<file path="src/sv/lhel_pkg.sv">
// shared types and constants for the link header ethertype locator
// no dependencies; used by every module of the block
package lhel_pkg;

    localparam int POS_W  = 17;
    localparam int BASE_W = 16;
    localparam int ET_W   = 16;

    localparam logic [POS_W-1:0] POS_MAX = 17'h1FFFF;

    localparam int MIN_MAC_HEADER = 24;
    localparam int MAX_MAC_HEADER = 36;

    // relative position of the last snap byte for the shortest and longest mac header
    localparam logic [POS_W-1:0] LLC_FIRST_REL = POS_W'(MIN_MAC_HEADER + 2);
    localparam logic [POS_W-1:0] LLC_LAST_REL  = POS_W'(MAX_MAC_HEADER + 2);

    localparam logic [POS_W-1:0] ETH_ET_OFS   = 17'd12;
    localparam logic [POS_W-1:0] SLL_ET_OFS   = 17'd14;
    localparam logic [POS_W-1:0] SNAP_TO_ET   = 17'd4;
    localparam logic [POS_W-1:0] VLAN_TAG_LEN = 17'd4;
    localparam logic [POS_W-1:0] RT_LEN_LO_POS = 17'd2;
    localparam logic [POS_W-1:0] RT_LEN_HI_POS = 17'd3;
    localparam logic [BASE_W-1:0] RT_LEN_MIN  = 16'd4;

    localparam logic [23:0]     SNAP_HDR = 24'hAAAA03;
    localparam logic [ET_W-1:0] ET_IPV4  = 16'h0800;
    localparam logic [ET_W-1:0] ET_IPV6  = 16'h86DD;
    localparam logic [ET_W-1:0] ET_VLAN  = 16'h8100;

    localparam logic [1:0] FT_MGMT = 2'd0;
    localparam logic [1:0] FT_CTRL = 2'd1;
    localparam logic [1:0] FT_DATA = 2'd2;
    localparam logic [1:0] FT_EXT  = 2'd3;

    localparam logic REG_LINK_KIND = 1'b0;

    typedef enum logic [1:0] {
        LINK_ETH,
        LINK_SLL,
        LINK_WLAN,
        LINK_RADIOTAP
    } link_kind_t;

    typedef enum logic [2:0] {
        PH_IDLE,
        PH_RTLEN,
        PH_FCTL,
        PH_LLC,
        PH_ETYPE,
        PH_DONE
    } phase_t;

    typedef enum logic [2:0] {
        ST_IP,
        ST_VLAN,
        ST_BAD_ETYPE,
        ST_SKIP,
        ST_BAD_FTYPE,
        ST_NO_LLC,
        ST_BAD_LINK,
        ST_TRUNC
    } status_t;

    typedef struct packed {
        logic [7:0] pkt_byte;
        logic       first_byte;
        logic       last_byte;
    } beat_t;

    typedef struct packed {
        logic [POS_W-1:0] ethertype_offset;
        status_t          parse_status;
        logic [ET_W-1:0]  found_ethertype;
    } result_t;

endpackage

</file>
<file path="src/sv/lhel_in_reg.sv">
// input register for packet byte beats
// depends on lhel_pkg; advances whenever the result register has room
module lhel_in_reg
(
    input  logic            clk,
    input  logic            rst_n,
    input  logic            s_tvalid,
    output logic            s_tready,
    input  lhel_pkg::beat_t s_beat,
    input  logic            room,
    output logic            advance,
    output lhel_pkg::beat_t beat
);

    logic            valid_reg;
    logic            valid_next;
    lhel_pkg::beat_t beat_reg;

    assign advance  = valid_reg && room;
    assign s_tready = !valid_reg || room;
    assign beat     = beat_reg;

    always_comb
    begin
        valid_next = valid_reg;
        if (s_tvalid && s_tready)
        begin
            valid_next = 1'b1;
        end
        else if (advance)
        begin
            valid_next = 1'b0;
        end
    end

    always_ff @(posedge clk or negedge rst_n)
    begin
        if (!rst_n)
        begin
            valid_reg <= 1'b0;
        end
        else
        begin
            valid_reg <= valid_next;
        end
    end

    always_ff @(posedge clk)
    begin
        if (s_tvalid && s_tready)
        begin
            beat_reg <= s_beat;
        end
    end

endmodule

</file>
<file path="src/sv/lhel_parser.sv">
// per-packet parse state and decision logic for one byte beat
// depends on lhel_pkg; produces at most one result per beat
module lhel_parser
(
    input  logic                 clk,
    input  logic                 rst_n,
    input  lhel_pkg::link_kind_t link_kind,
    input  logic                 advance,
    input  lhel_pkg::beat_t      beat,
    output logic                 res_valid,
    output lhel_pkg::result_t    res
);

    lhel_pkg::phase_t                 phase_reg, phase_next;
    logic [lhel_pkg::POS_W-1:0]       pos_reg, pos_next;
    logic [7:0]                       rtlen_lo_reg, rtlen_lo_next;
    logic [lhel_pkg::BASE_W-1:0]      base_reg, base_next;
    logic [23:0]                      recent_reg, recent_next;
    logic [lhel_pkg::POS_W-1:0]       eoff_reg, eoff_next;

    logic                             live;
    logic [lhel_pkg::BASE_W-1:0]      rt_len;
    logic [lhel_pkg::POS_W-1:0]       rel;
    logic [lhel_pkg::ET_W-1:0]        et;
    logic [1:0]                       ftype;
    logic [3:0]                       fsub;

    assign rt_len = {beat.pkt_byte, rtlen_lo_reg};
    assign ftype  = beat.pkt_byte[3:2];
    assign fsub   = beat.pkt_byte[7:4];

    always_comb
    begin
        phase_next    = phase_reg;
        pos_next      = pos_reg;
        rtlen_lo_next = rtlen_lo_reg;
        base_next     = base_reg;
        recent_next   = recent_reg;
        eoff_next     = eoff_reg;
        live          = 1'b1;
        res_valid     = 1'b0;
        res           = '{ethertype_offset: '0, parse_status: lhel_pkg::ST_TRUNC,
                          found_ethertype: '0};

        if (beat.first_byte)
        begin
            pos_next      = '0;
            rtlen_lo_next = '0;
            base_next     = '0;
            recent_next   = '0;
            eoff_next     = '0;
            unique case (link_kind)
                lhel_pkg::LINK_ETH:
                begin
                    eoff_next  = lhel_pkg::ETH_ET_OFS;
                    phase_next = lhel_pkg::PH_ETYPE;
                end
                lhel_pkg::LINK_SLL:
                begin
                    eoff_next  = lhel_pkg::SLL_ET_OFS;
                    phase_next = lhel_pkg::PH_ETYPE;
                end
                lhel_pkg::LINK_WLAN:
                begin
                    phase_next = lhel_pkg::PH_FCTL;
                end
                default:
                begin
                    phase_next = lhel_pkg::PH_RTLEN;
                end
            endcase
        end
        else if (phase_reg == lhel_pkg::PH_IDLE || phase_reg == lhel_pkg::PH_DONE)
        begin
            // byte outside a packet
            live = 1'b0;
            if (beat.last_byte)
            begin
                phase_next = lhel_pkg::PH_IDLE;
            end
        end
        else if (pos_reg != lhel_pkg::POS_MAX)
        begin
            pos_next = pos_reg + 1'b1;
        end

        recent_next = {recent_next[15:0], beat.pkt_byte};
        rel = pos_next - lhel_pkg::POS_W'(base_next);
        et  = recent_next[15:0];

        if (live)
        begin
            case (phase_next)
                lhel_pkg::PH_RTLEN:
                begin
                    if (pos_next == lhel_pkg::RT_LEN_LO_POS)
                    begin
                        rtlen_lo_next = beat.pkt_byte;
                    end
                    else if (pos_next == lhel_pkg::RT_LEN_HI_POS)
                    begin
                        base_next = rt_len;
                        if (rt_len < lhel_pkg::RT_LEN_MIN)
                        begin
                            res_valid         = 1'b1;
                            res.parse_status  = lhel_pkg::ST_BAD_FTYPE;
                        end
                        else
                        begin
                            phase_next = lhel_pkg::PH_FCTL;
                        end
                    end
                end
                lhel_pkg::PH_FCTL:
                begin
                    if (pos_next == lhel_pkg::POS_W'(base_next))
                    begin
                        if (ftype == lhel_pkg::FT_MGMT || ftype == lhel_pkg::FT_CTRL)
                        begin
                            res_valid        = 1'b1;
                            res.parse_status = lhel_pkg::ST_SKIP;
                        end
                        else if (ftype == lhel_pkg::FT_EXT)
                        begin
                            res_valid        = 1'b1;
                            res.parse_status = lhel_pkg::ST_BAD_FTYPE;
                        end
                        else if (!fsub[2])
                        begin
                            // plain and qos data subtypes carry a payload
                            phase_next = lhel_pkg::PH_LLC;
                        end
                        else
                        begin
                            res_valid        = 1'b1;
                            res.parse_status = lhel_pkg::ST_SKIP;
                        end
                    end
                end
                lhel_pkg::PH_LLC:
                begin
                    if (rel >= lhel_pkg::LLC_FIRST_REL && recent_next == lhel_pkg::SNAP_HDR)
                    begin
                        eoff_next  = pos_next + lhel_pkg::SNAP_TO_ET;
                        phase_next = lhel_pkg::PH_ETYPE;
                    end
                    else if (rel >= lhel_pkg::LLC_LAST_REL)
                    begin
                        res_valid        = 1'b1;
                        res.parse_status = lhel_pkg::ST_NO_LLC;
                    end
                end
                lhel_pkg::PH_ETYPE:
                begin
                    if (pos_next == eoff_next + 1'b1)
                    begin
                        res_valid           = 1'b1;
                        res.found_ethertype = et;
                        if (et == lhel_pkg::ET_IPV4 || et == lhel_pkg::ET_IPV6)
                        begin
                            res.ethertype_offset = eoff_next;
                            res.parse_status     = lhel_pkg::ST_IP;
                        end
                        else if (et == lhel_pkg::ET_VLAN)
                        begin
                            res.ethertype_offset = eoff_next + lhel_pkg::VLAN_TAG_LEN;
                            res.parse_status     = lhel_pkg::ST_VLAN;
                        end
                        else
                        begin
                            res.parse_status = lhel_pkg::ST_BAD_ETYPE;
                        end
                    end
                end
                default:
                begin
                end
            endcase

            if (res_valid)
            begin
                phase_next = lhel_pkg::PH_DONE;
            end

            if (beat.last_byte)
            begin
                // a decision on the last byte wins over truncation
                res_valid  = 1'b1;
                phase_next = lhel_pkg::PH_IDLE;
            end
        end
        else
        begin
            recent_next = recent_reg;
        end
    end

    always_ff @(posedge clk or negedge rst_n)
    begin
        if (!rst_n)
        begin
            phase_reg    <= lhel_pkg::PH_IDLE;
            pos_reg      <= '0;
            rtlen_lo_reg <= '0;
            base_reg     <= '0;
            recent_reg   <= '0;
            eoff_reg     <= '0;
        end
        else if (advance)
        begin
            phase_reg    <= phase_next;
            pos_reg      <= pos_next;
            rtlen_lo_reg <= rtlen_lo_next;
            base_reg     <= base_next;
            recent_reg   <= recent_next;
            eoff_reg     <= eoff_next;
        end
    end

    a_offset_zero_on_fail: assert property (@(posedge clk) disable iff (!rst_n)
        (advance && res_valid && res.parse_status != lhel_pkg::ST_IP &&
         res.parse_status != lhel_pkg::ST_VLAN) |-> res.ethertype_offset == '0)
        else $error("nonzero offset with a failing status");

    a_no_result_outside: assert property (@(posedge clk) disable iff (!rst_n)
        (advance && !beat.first_byte &&
         (phase_reg == lhel_pkg::PH_IDLE || phase_reg == lhel_pkg::PH_DONE)) |-> !res_valid)
        else $error("result for a byte outside a packet");

    a_last_goes_idle: assert property (@(posedge clk) disable iff (!rst_n)
        (advance && beat.last_byte) |=> phase_reg == lhel_pkg::PH_IDLE)
        else $error("parser not idle after last byte");

    a_pos_monotonic: assert property (@(posedge clk) disable iff (!rst_n)
        (advance && !beat.first_byte) |=> pos_reg >= $past(pos_reg))
        else $error("byte position went backward within a packet");

endmodule

</file>
<file path="src/sv/lhel_out_reg.sv">
// result register on the master side of the stream
// depends on lhel_pkg; frees its slot in the cycle the beat is taken
module lhel_out_reg
(
    input  logic              clk,
    input  logic              rst_n,
    input  logic              load,
    input  lhel_pkg::result_t res,
    output logic              room,
    output logic              m_tvalid,
    input  logic              m_tready,
    output lhel_pkg::result_t m_res
);

    logic              valid_reg;
    logic              valid_next;
    lhel_pkg::result_t res_reg;

    assign room     = !valid_reg || m_tready;
    assign m_tvalid = valid_reg;
    assign m_res    = res_reg;

    always_comb
    begin
        valid_next = valid_reg;
        if (load)
        begin
            valid_next = 1'b1;
        end
        else if (m_tready)
        begin
            valid_next = 1'b0;
        end
    end

    always_ff @(posedge clk or negedge rst_n)
    begin
        if (!rst_n)
        begin
            valid_reg <= 1'b0;
        end
        else
        begin
            valid_reg <= valid_next;
        end
    end

    always_ff @(posedge clk)
    begin
        if (load)
        begin
            res_reg <= res;
        end
    end

endmodule

</file>
<file path="src/sv/link_header_ethertype_locator.sv">
// top level of the link header ethertype locator: apb link-kind register,
// input register, parser and result register; depends on lhel_pkg
//
//   channel   dir   payload                                      beat taken when
//   s_*       in    tdata[7:0] byte, tuser[0] first, tlast last   s_tvalid && s_tready
//   m_*       out   tdata offset/ethertype, tuser[2:0] status     m_tvalid && m_tready
//   apb       in    link_kind at byte address 0                   psel && penable && pwrite
//
// one byte beat per cycle sustained while m_tready keeps up; the beat that decides
// a result passes the input register, and the result the result register, before
// it shows on m_*. the only loop is the per-packet parse state, updated once per
// beat. reset clears all parse state and sets link_kind to ethernet. a stalled
// m_tready holds the result register and backs up combinationally to s_tready.
module link_header_ethertype_locator
(
    input  logic        clk,
    input  logic        rst_n,

    input  logic        s_tvalid,
    output logic        s_tready,
    input  logic [7:0]  s_tdata,    // [7:0] pkt_byte
    input  logic [0:0]  s_tuser,    // [0] first_byte
    input  logic        s_tlast,    // last_byte

    output logic        m_tvalid,
    input  logic        m_tready,
    output logic [39:0] m_tdata,    // [16:0] ethertype_offset, [32:17] found_ethertype
    output logic [2:0]  m_tuser,    // [2:0] parse_status

    input  logic        psel,
    input  logic        penable,
    input  logic        pwrite,
    input  logic [2:0]  paddr,
    input  logic [31:0] pwdata,
    output logic [31:0] prdata,
    output logic        pready
);

    lhel_pkg::link_kind_t link_kind_reg;
    lhel_pkg::link_kind_t link_kind_next;
    lhel_pkg::beat_t      s_beat;
    lhel_pkg::beat_t      beat;
    lhel_pkg::result_t    res;
    lhel_pkg::result_t    m_res;
    logic                 room;
    logic                 advance;
    logic                 res_valid;

    assign pready = 1'b1;
    assign prdata = (paddr[2] == lhel_pkg::REG_LINK_KIND) ? {30'b0, link_kind_reg} : '0;

    always_comb
    begin
        link_kind_next = link_kind_reg;
        if (psel && penable && pwrite && pready && paddr[2] == lhel_pkg::REG_LINK_KIND)
        begin
            link_kind_next = lhel_pkg::link_kind_t'(pwdata[1:0]);
        end
    end

    always_ff @(posedge clk or negedge rst_n)
    begin
        if (!rst_n)
        begin
            link_kind_reg <= lhel_pkg::LINK_ETH;
        end
        else
        begin
            link_kind_reg <= link_kind_next;
        end
    end

    assign s_beat = '{pkt_byte: s_tdata, first_byte: s_tuser[0], last_byte: s_tlast};

    lhel_in_reg u_in_reg
    (
        .clk      (clk),
        .rst_n    (rst_n),
        .s_tvalid (s_tvalid),
        .s_tready (s_tready),
        .s_beat   (s_beat),
        .room     (room),
        .advance  (advance),
        .beat     (beat)
    );

    lhel_parser u_parser
    (
        .clk       (clk),
        .rst_n     (rst_n),
        .link_kind (link_kind_reg),
        .advance   (advance),
        .beat      (beat),
        .res_valid (res_valid),
        .res       (res)
    );

    lhel_out_reg u_out_reg
    (
        .clk      (clk),
        .rst_n    (rst_n),
        .load     (advance && res_valid),
        .res      (res),
        .room     (room),
        .m_tvalid (m_tvalid),
        .m_tready (m_tready),
        .m_res    (m_res)
    );

    assign m_tdata = {7'b0, m_res.found_ethertype, m_res.ethertype_offset};
    assign m_tuser = m_res.parse_status;

endmodule

</file>
<file path="config.mk">
export PLATFORM = sky130hd
export DESIGN_NAME = link_header_ethertype_locator
export DESIGN_NICKNAME = d
export VERILOG_FILES = /design/src/sv/lhel_pkg.sv /design/src/sv/lhel_in_reg.sv /design/src/sv/lhel_parser.sv /design/src/sv/lhel_out_reg.sv /design/src/sv/link_header_ethertype_locator.sv
export SDC_FILE = /design/constraint.sdc
export NUM_CORES = 1
export LEC_CHECK = 0
export BUFFER_PORTS_ARGS = -buffer_cell sky130_fd_sc_hd__buf_2
export CORE_AREA = 8 8 159 161
export CTS_BUF_LIST = sky130_fd_sc_hd__clkbuf_4
export DETAILED_ROUTE_END_ITERATION = 6
export DIE_AREA = 0 0 167 169
export SETUP_SLACK_MARGIN = 0.15
export SYNTH_ARGS = -nofsm -noshare
export SYNTH_HDL_FRONTEND = slang
export SYNTH_SLANG_ARGS = --single-unit
</file>
<file path="constraint.sdc">
create_clock -name clk -period 8.5 [get_ports clk]
set_input_delay 1.7 -clock clk [delete_from_list [all_inputs] [get_ports clk]]
set_output_delay 1.7 -clock clk [all_outputs]
set_load 0.005 [all_outputs]
</file>
# Word-level counts from Yosys, hierarchy flattened
# Index checks and enable logic that the tools add are counted.
classes:
  addsub: 5
  n_bitwise: 1
  div: 0
  multipliers: 0
  magnitude_cmp: 3
  shift: 0
  n_eq_ne: 18
  muxes: 69
  n_reduce_logical: 22
ops:
  columns: ["cell", "count"]
  rows:
  - ["17-bit 2-to-1 mux", 8]
  - ["16-bit 2-to-1 mux", 6]
  - ["3-bit 2-to-1 mux", 21]
  - ["17-bit by 1-bit adder with 17-bit output (second input constant)", 2]
  - ["17-bit by 3-bit adder with 17-bit output (second input constant)", 2]
  - ["17-bit by 2-bit == test with 1-bit output (second input constant)", 2]
  - ["16-bit == test (second input constant)", 2]
  - ["8-bit 2-to-1 mux", 4]
  - ["24-bit == test (second input constant)", 1]
  - ["20-bit 2-to-1 mux", 1]
  - ["1-bit 2-to-1 mux", 19]
  - ["19-bit 2-to-1 mux", 1]
  - ["17-bit by 16-bit == test with 1-bit output", 1]
  - ["17-bit == test", 1]
  - ["17-bit by 5-bit greater-or-equal comparator with 1-bit output (second input constant)", 1]
  - ["17-bit by 6-bit greater-or-equal comparator with 1-bit output (second input constant)", 1]
  - ["17-bit inequality test (second input constant)", 1]
  - ["17-bit by 16-bit subtractor with 17-bit output", 1]
  - ["16-bit by 12-bit == test with 1-bit output (second input constant)", 1]
  - ["16-bit by 3-bit less-than comparator with 1-bit output (second input constant)", 1]
  - ["3-bit one-hot mux with 4 select lines", 1]
  - ["3-bit one-hot mux with 3 select lines", 1]
  - ["2-bit 2-to-1 mux", 4]
  - ["4-bit one-hot mux with 2 select lines", 1]
  - ["17 further kinds", 34]
totals:
  latchBits: 0
  elab_cells: 133
  ramBits: 0
  n_memories: 0
  regBits: 127
  mem_bits_ro: 0
  out_inout_bits: 78

# Longest topological paths before layout
depth:
  word_depth: 14
  mapped_depth: 22
  ltp_nobuf: 19

# Cells and area by module
# Synthesis repeated with hierarchy kept, for this count alone.
hier_totals:
  cells_unflattened: 932
  area_unflattened_um2: 8675.8
modules_own_cells:
  columns: ["module", "cells_each", "seq_area_each_um2", "instances", "area_per_inst_um2"]
  rows:
  - ["lhel_parser", 830, 1926.8, 1, 6766.5]
  - ["lhel_out_reg", 39, 1106.1, 1, 1128.6]
  - ["link_header_ethertype_locator", 48, 50.0, 1, 420.4]
  - ["lhel_in_reg", 15, 325.3, 1, 360.3]

# Worst setup path before layout
# OpenSTA, ideal clock, no wires.
synth_path:
  path_type: "register to register"
  from: "register u_parser.pos_reg[0] in the netlist's numbering"
  to: "register u_out_reg.res_reg, in the netlist u_out_reg.m_res[0], enable pin"
  required_time_ns: 8.071
  setup_time_ns: 0.429
  stages_incl_launch_ff: 20
  t_arrival_ns: 5.907
  n_path_buf: 3
  path_slack_ns: 2.164
  cell_sequence: "dfrtp_1 ha_1 and4_4 and4_4 buf_6 buf_6 nor4_1 mux2_2 ha_1 clkbuf_1 inv_1 or3_1 nor4_1 nor4_1 a211o_1 a311o_1 o2111a_1 nand4b_1 a21oi_1 nor2_1"
synth_between:
  elab_chain_cells: 13
synth_lines:
  columns: ["item", "line_no", "source"]
  rows:
  - ["start: declaration", "lhel_parser.sv:15", "logic [lhel_pkg::POS_W-1:0] pos_reg, pos_next;"]
  - ["start signal: assignment", "lhel_parser.sv:212", "pos_reg <= pos_next;"]
  - ["17-bit by 1-bit adder with 17-bit output / 17-bit inequality test (equally long branches)", "lhel_parser.sv:84, lhel_parser.sv:82", null]
  - ["17-bit 2-to-1 mux (*)", "lhel_parser.sv:82", "else if (pos_reg != lhel_pkg::POS_MAX)"]
  - ["17-bit 2-to-1 mux (*)", "lhel_parser.sv:73", "else if (phase_reg == lhel_pkg::PH_IDLE || phase_reg == lhel_pkg::PH_DONE)"]
  - ["17-bit 2-to-1 mux (*)", "lhel_parser.sv:45", "if (beat.first_byte)"]
  - ["via u_parser.pos_next (one bit)", "lhel_parser.sv:15", null]
  - ["17-bit by 16-bit subtractor with 17-bit output", "lhel_parser.sv:88", "rel = pos_next - lhel_pkg::POS_W'(base_next);"]
  - ["17-bit by 6-bit greater-or-equal comparator with 1-bit output / 17-bit by 5-bit greater-or-equal comparator with 1-bit output (equally long branches)", "lhel_parser.sv:147, lhel_parser.sv:142", null]
  - ["1-bit 2-to-1 mux / 1-bit logical AND (equally long branches)", "lhel_parser.sv:147, lhel_parser.sv:142", null]
  - ["1-bit 2-to-1 mux", "lhel_parser.sv:142", "if (rel >= lhel_pkg::LLC_FIRST_REL && recent_next == lhel_pkg::SNAP_HDR)"]
  - ["1-bit one-hot mux with 4 select lines (*)", "lhel_parser.sv:93", "case (phase_next)"]
  - ["1-bit 2-to-1 mux (*)", "lhel_parser.sv:91", "if (live)"]
  - ["1-bit 2-to-1 mux (*)", "lhel_parser.sv:185", "if (beat.last_byte)"]
  - ["1-bit 2-to-1 mux (*)", "lhel_parser.sv:91", null]
  - ["1-bit logical AND (*)", "link_header_ethertype_locator.sv:102", ".load (advance && res_valid),"]
  - ["via u_out_reg.load", "lhel_out_reg.sv:7", "input logic load,"]
  - ["end signal: assignment", "lhel_out_reg.sv:52", "res_reg <= res;"]
  - ["end: declaration", "lhel_out_reg.sv:17", "lhel_pkg::result_t res_reg;"]
# The timed path passes the listed nets; every way through them passes the cells marked *. The select of a mux whose other input is x is not followed.
# A chain may end at the register's enable or synchronous reset.

# Worst setup path in the final report
layout_path:
  from: "register u_parser.pos_reg[0] in the netlist's numbering"
  to: "register u_out_reg.res_reg, in the netlist u_out_reg.m_res[4], enable pin"
# Same word-level chain as after synthesis.

==> reports/qor.yml <==
run_status:
  status: "finished clean"
yosys:
  post_synth_xor_area_fraction: 0.0749
  synth_seq_area_share: 0.384
  ys_top_cells_by_area: "dfrtp_1 (23%), edfxtp_1 (16%), nand2_1 (6.0%)"
  synth_compound_area_frac: 0.181
  synthAdderAreaFrac: 0.0276
  netlist_instances: 985
  synth_seq_cells: 127
  synth-simple-area-share: 0.250
  ys_warn_count: 0
  synthFlopType: "dfrtp_1"
  synth_top_area_cell: "dfrtp_1"
  synthDistinctLibCells: 98
  syn_area_um2: 8880
  synth_top_area_frac: 0.228
  avgSynthCellArea_um2: 9.02
  async_flop_share: 0.638
  synth_top_family_by_area: "simple AND/OR/NAND/NOR gates"
  synth_edf_count: 46
  synth.area.mux_share: 0.0118
route:
  drc: 0
  ant_nets: 0
  drt-initial-drc-count: 559
  wl_per_cell_um: 18.4
  vias_per_cell: 5.55
  drt_pre_antenna_iters: 5
  wirelength_um: 24400
  dr_total_vias: 7368
global_route:
  grt_pass1_vias: 7290
  grt_overflow: 0
  use_met1: 0.234
  grt_pass1_wl_um: 39900
  use_met3: 0.0328
  global_route.usage.met2: 0.287
  grt_max_degree: 65
  antenna_found_initial: 1
  track_usage: 0.176
  busiest_layer: "met2"
worst_setup_path:
  crit_arrival_ns: 6.43
  critical_path_class: "reg2reg"
  r2r_start: "u_parser.pos_reg[0]$_DFFE_PN0P_"
  ff2ff_setup_slack_ns: 2.25
  cp_cell_sequence: "ha_1 > and4_4 > and4_4 > or4_1 > and2_1 > nor2_1 > ha_1 > nand2_1 > or3_1 > nor4_1 > nor4_1 > a211o_1 > a311oi_1 > nand4b_1 > a21oi_1 > nor2_4"
  critical-path-max-stage-delay_ns: 0.81
  crit_path_end_kind: "register"
  critPathMaxFanout: 36
  critPathBufInv: 0
  worstReg2RegEnd: "u_out_reg.m_res[4]$_SDFFCE_PN0P_"
  cpMaxStageDelayCell: "nor2_4"
  cp.required_ns: 8.69
  startpoint_type: "register"
  critPathTopFamily: "simple AND/OR/NAND/NOR gates"
  reg2reg_depth: 16
timing:
  final_max_slew_viol_count: 0
  hold_viol: 0
  clock.fmax_mhz: 160
  setup_tns_ns: 0
  worst_slack_ns: 2.25
  relSlewSlack: 0.302
  rsz0062_at_grt: "no"
  holdWs_ns: 0.483
  setup_viol: 0
  min_period_over_period: 0.735
  fin_worst_skew_ns: 0.0227
  fin_crit_ns: 6.25
  worstMarginPinSlew_ns: 1.04
power_and_ir_drop:
  p_leak_nw: 3.90
  p_seq_frac: 0.427
  comb_power_share: 0.339
  internal_power_w: 0.00112
  vdd_ir_drop_max_uv: 135
  switching_share: 0.403
  clkPwrFrac: 0.234
  power.density_nw_per_um2: 197
  p_sw_w: 0.000760
hold_path:
  min_path_cells: 2
  holdPathEnd: "u_parser.recent_reg[9]$_DFFE_PN0P_"
  hold_path.class: "reg2reg"
  hp-start: "u_parser.recent_reg[9]$_DFFE_PN0P_"
final_layout:
  syn_to_final_growth_pct: 7.54
  nets: 1095
  mostFrequentLayoutCell: "nand2_1"
  final_cell_mix: "nand2_1 (141), dfrtp_1 (81), nor2_1 (59)"
  largest_register_ffs: 36
  fin_area_um2: 9550
  post-route-util: 0.417
  drive_gt1_frac: 0.143
  diodes: 0
flow_run:
  maxCapViolations: 0
clock_tree:
  clk_pin_slew_worst_paths_ns: 0.13
  htreeDepth: 4
  cts_tree: "yes"
  cts_hold_buf: 0
  postCtsSetupRepairBufs: 0
  cts_max_path_buffers: 2
  cts-root-buf: "clkbuf_4"
  clk_latency_ns: 0.56
  postCtsResizedCells: 0
  cts_buffers: 17
  cts_num_sinks: 127
floorplanning:
  die_w_um: 167
  dieArea_um2: 28200
  start_util: 0.388
  coreArea_um2: 22900
  ioPinCount: 130
  rows: 56
  die_h_um: 169
placement:
  numPortBuffers: 59
  dp_slack_ns: 2.37
  gp_congestion: 0.919
  place_area_um2: 9260
  place.detailed.hpwl_um: 18000
-- metrics by stage --
| step | std cells | power, W |
|---|---|---|
| finish | 1327 | 0.00188 |
| global route | 1327 | 0.00200 |
| CTS | 1327 | 0.00189 |
| detailed placement | 1295 | 0.00145 |
| global placement | 1295 | 0.00144 |
| floorplan | 1021 | 0.00125 |
-- power groups by stage --
stage / registers, W / clock network [W] / logic [W]
after floorplan: 0.000793 / 0 / 0.000456
after global placement: 0.000817 / 0 / 0.000623
after detailed placement: 0.000817 / 0 / 0.000628
after CTS: 0.000804 / 0.000452 / 0.000634
after global routing: 0.000819 / 0.000479 / 0.000706
final: 0.000805 / 0.000440 / 0.000639
-- how the worst max path moves through the flow --
stage                                   endpoint  depth (start not counted)                            start  slack (ns)
2_1_floorplan   u_out_reg.m_res[0]$_SDFFCE_PN0P_                         19  u_parser.pos_reg[0]$_DFFE_PN0P_        2.16
3_3_place_gp    u_out_reg.m_res[4]$_SDFFCE_PN0P_                         15  u_parser.pos_reg[0]$_DFFE_PN0P_        2.42
3_5_place_dp   u_out_reg.m_res[35]$_SDFFCE_PN0P_                         15  u_parser.pos_reg[0]$_DFFE_PN0P_        2.37
4_1_cts         u_out_reg.m_res[4]$_SDFFCE_PN0P_                         15  u_parser.pos_reg[0]$_DFFE_PN0P_        2.33
5_1_grt         u_out_reg.m_res[4]$_SDFFCE_PN0P_                         15  u_parser.pos_reg[0]$_DFFE_PN0P_        1.91
6_report        u_out_reg.m_res[4]$_SDFFCE_PN0P_                         16  u_parser.pos_reg[0]$_DFFE_PN0P_        2.25
-- Yosys cell counts (5+ instances only) --
| master | n |
|---|---|
| a21o_1 | 11 |
| a21oi_1 | 27 |
| a22o_1 | 16 |
| a31oi_1 | 9 |
| and2_1 | 27 |
| and3_1 | 13 |
| buf_2 | 12 |
| buf_4 | 39 |
| clkbuf_1 | 28 |
| dfrtp_1 | 81 |
| edfxtp_1 | 46 |
| ha_1 | 18 |
| inv_1 | 28 |
| mux2i_1 | 6 |
| nand2_1 | 141 |
| nand2b_1 | 9 |
| nand3_1 | 32 |
| nand4_1 | 17 |
| nor2_1 | 60 |
| nor2b_1 | 15 |
| nor3_1 | 29 |
| nor3b_1 | 8 |
| nor4_1 | 18 |
| o21a_1 | 6 |
| o21ai_0 | 48 |
| o21ai_1 | 7 |
| o2bb2ai_1 | 14 |
| o31ai_1 | 9 |
| or2_2 | 6 |
| or3_1 | 10 |
| or4_1 | 5 |
| xnor2_1 | 51 |
| xor2_1 | 16 |
-- per-layer routing --
| layer | share of wire | up-vias |
|---|---|---|
| met5 | 0.00049 | - |
| li1 | - | 3583 |
| met1 | 0.46 | 3576 |
| met3 | 0.048 | 29 |
| met2 | 0.47 | 178 |
| met4 | 0.017 | 2 |
-- worst reg2reg max path, stage by stage (launching register included) --
cell and delay (ns):
dfrtp_1 0.45, ha_1 0.32, and4_4 0.24, and4_4 0.28, or4_1 0.53, and2_1 0.21, nor2_1 0.33, ha_1 0.32
nand2_1 0.15, or3_1 0.32, nor4_1 0.29, nor4_1 0.11, a211o_1 0.37, a311oi_1 0.61, nand4b_1 0.33, a21oi_1 0.17
nor2_4 0.81
-- cell type report --
type                    instances  area, um2
clock inverters                15        160
multi-input cells             779       5000
clock buffers                  17        128
fillers                      2292      13400
repair buffers                 70        380
well taps                     290        363
flip-flops and latches        127       3410
inverters                      29        109
-- kinds of logic (layout without fill, tap and decap cells) --
group	after synthesis	count (layout)
compound gates	217	217
other cells	2	38
buf+inv	115	131
fa+ha+maj	19	19
mux	10	10
flops	127	127
simple gates	424	424
xor+xnor	71	71
(Power assumes the default switching activity.)
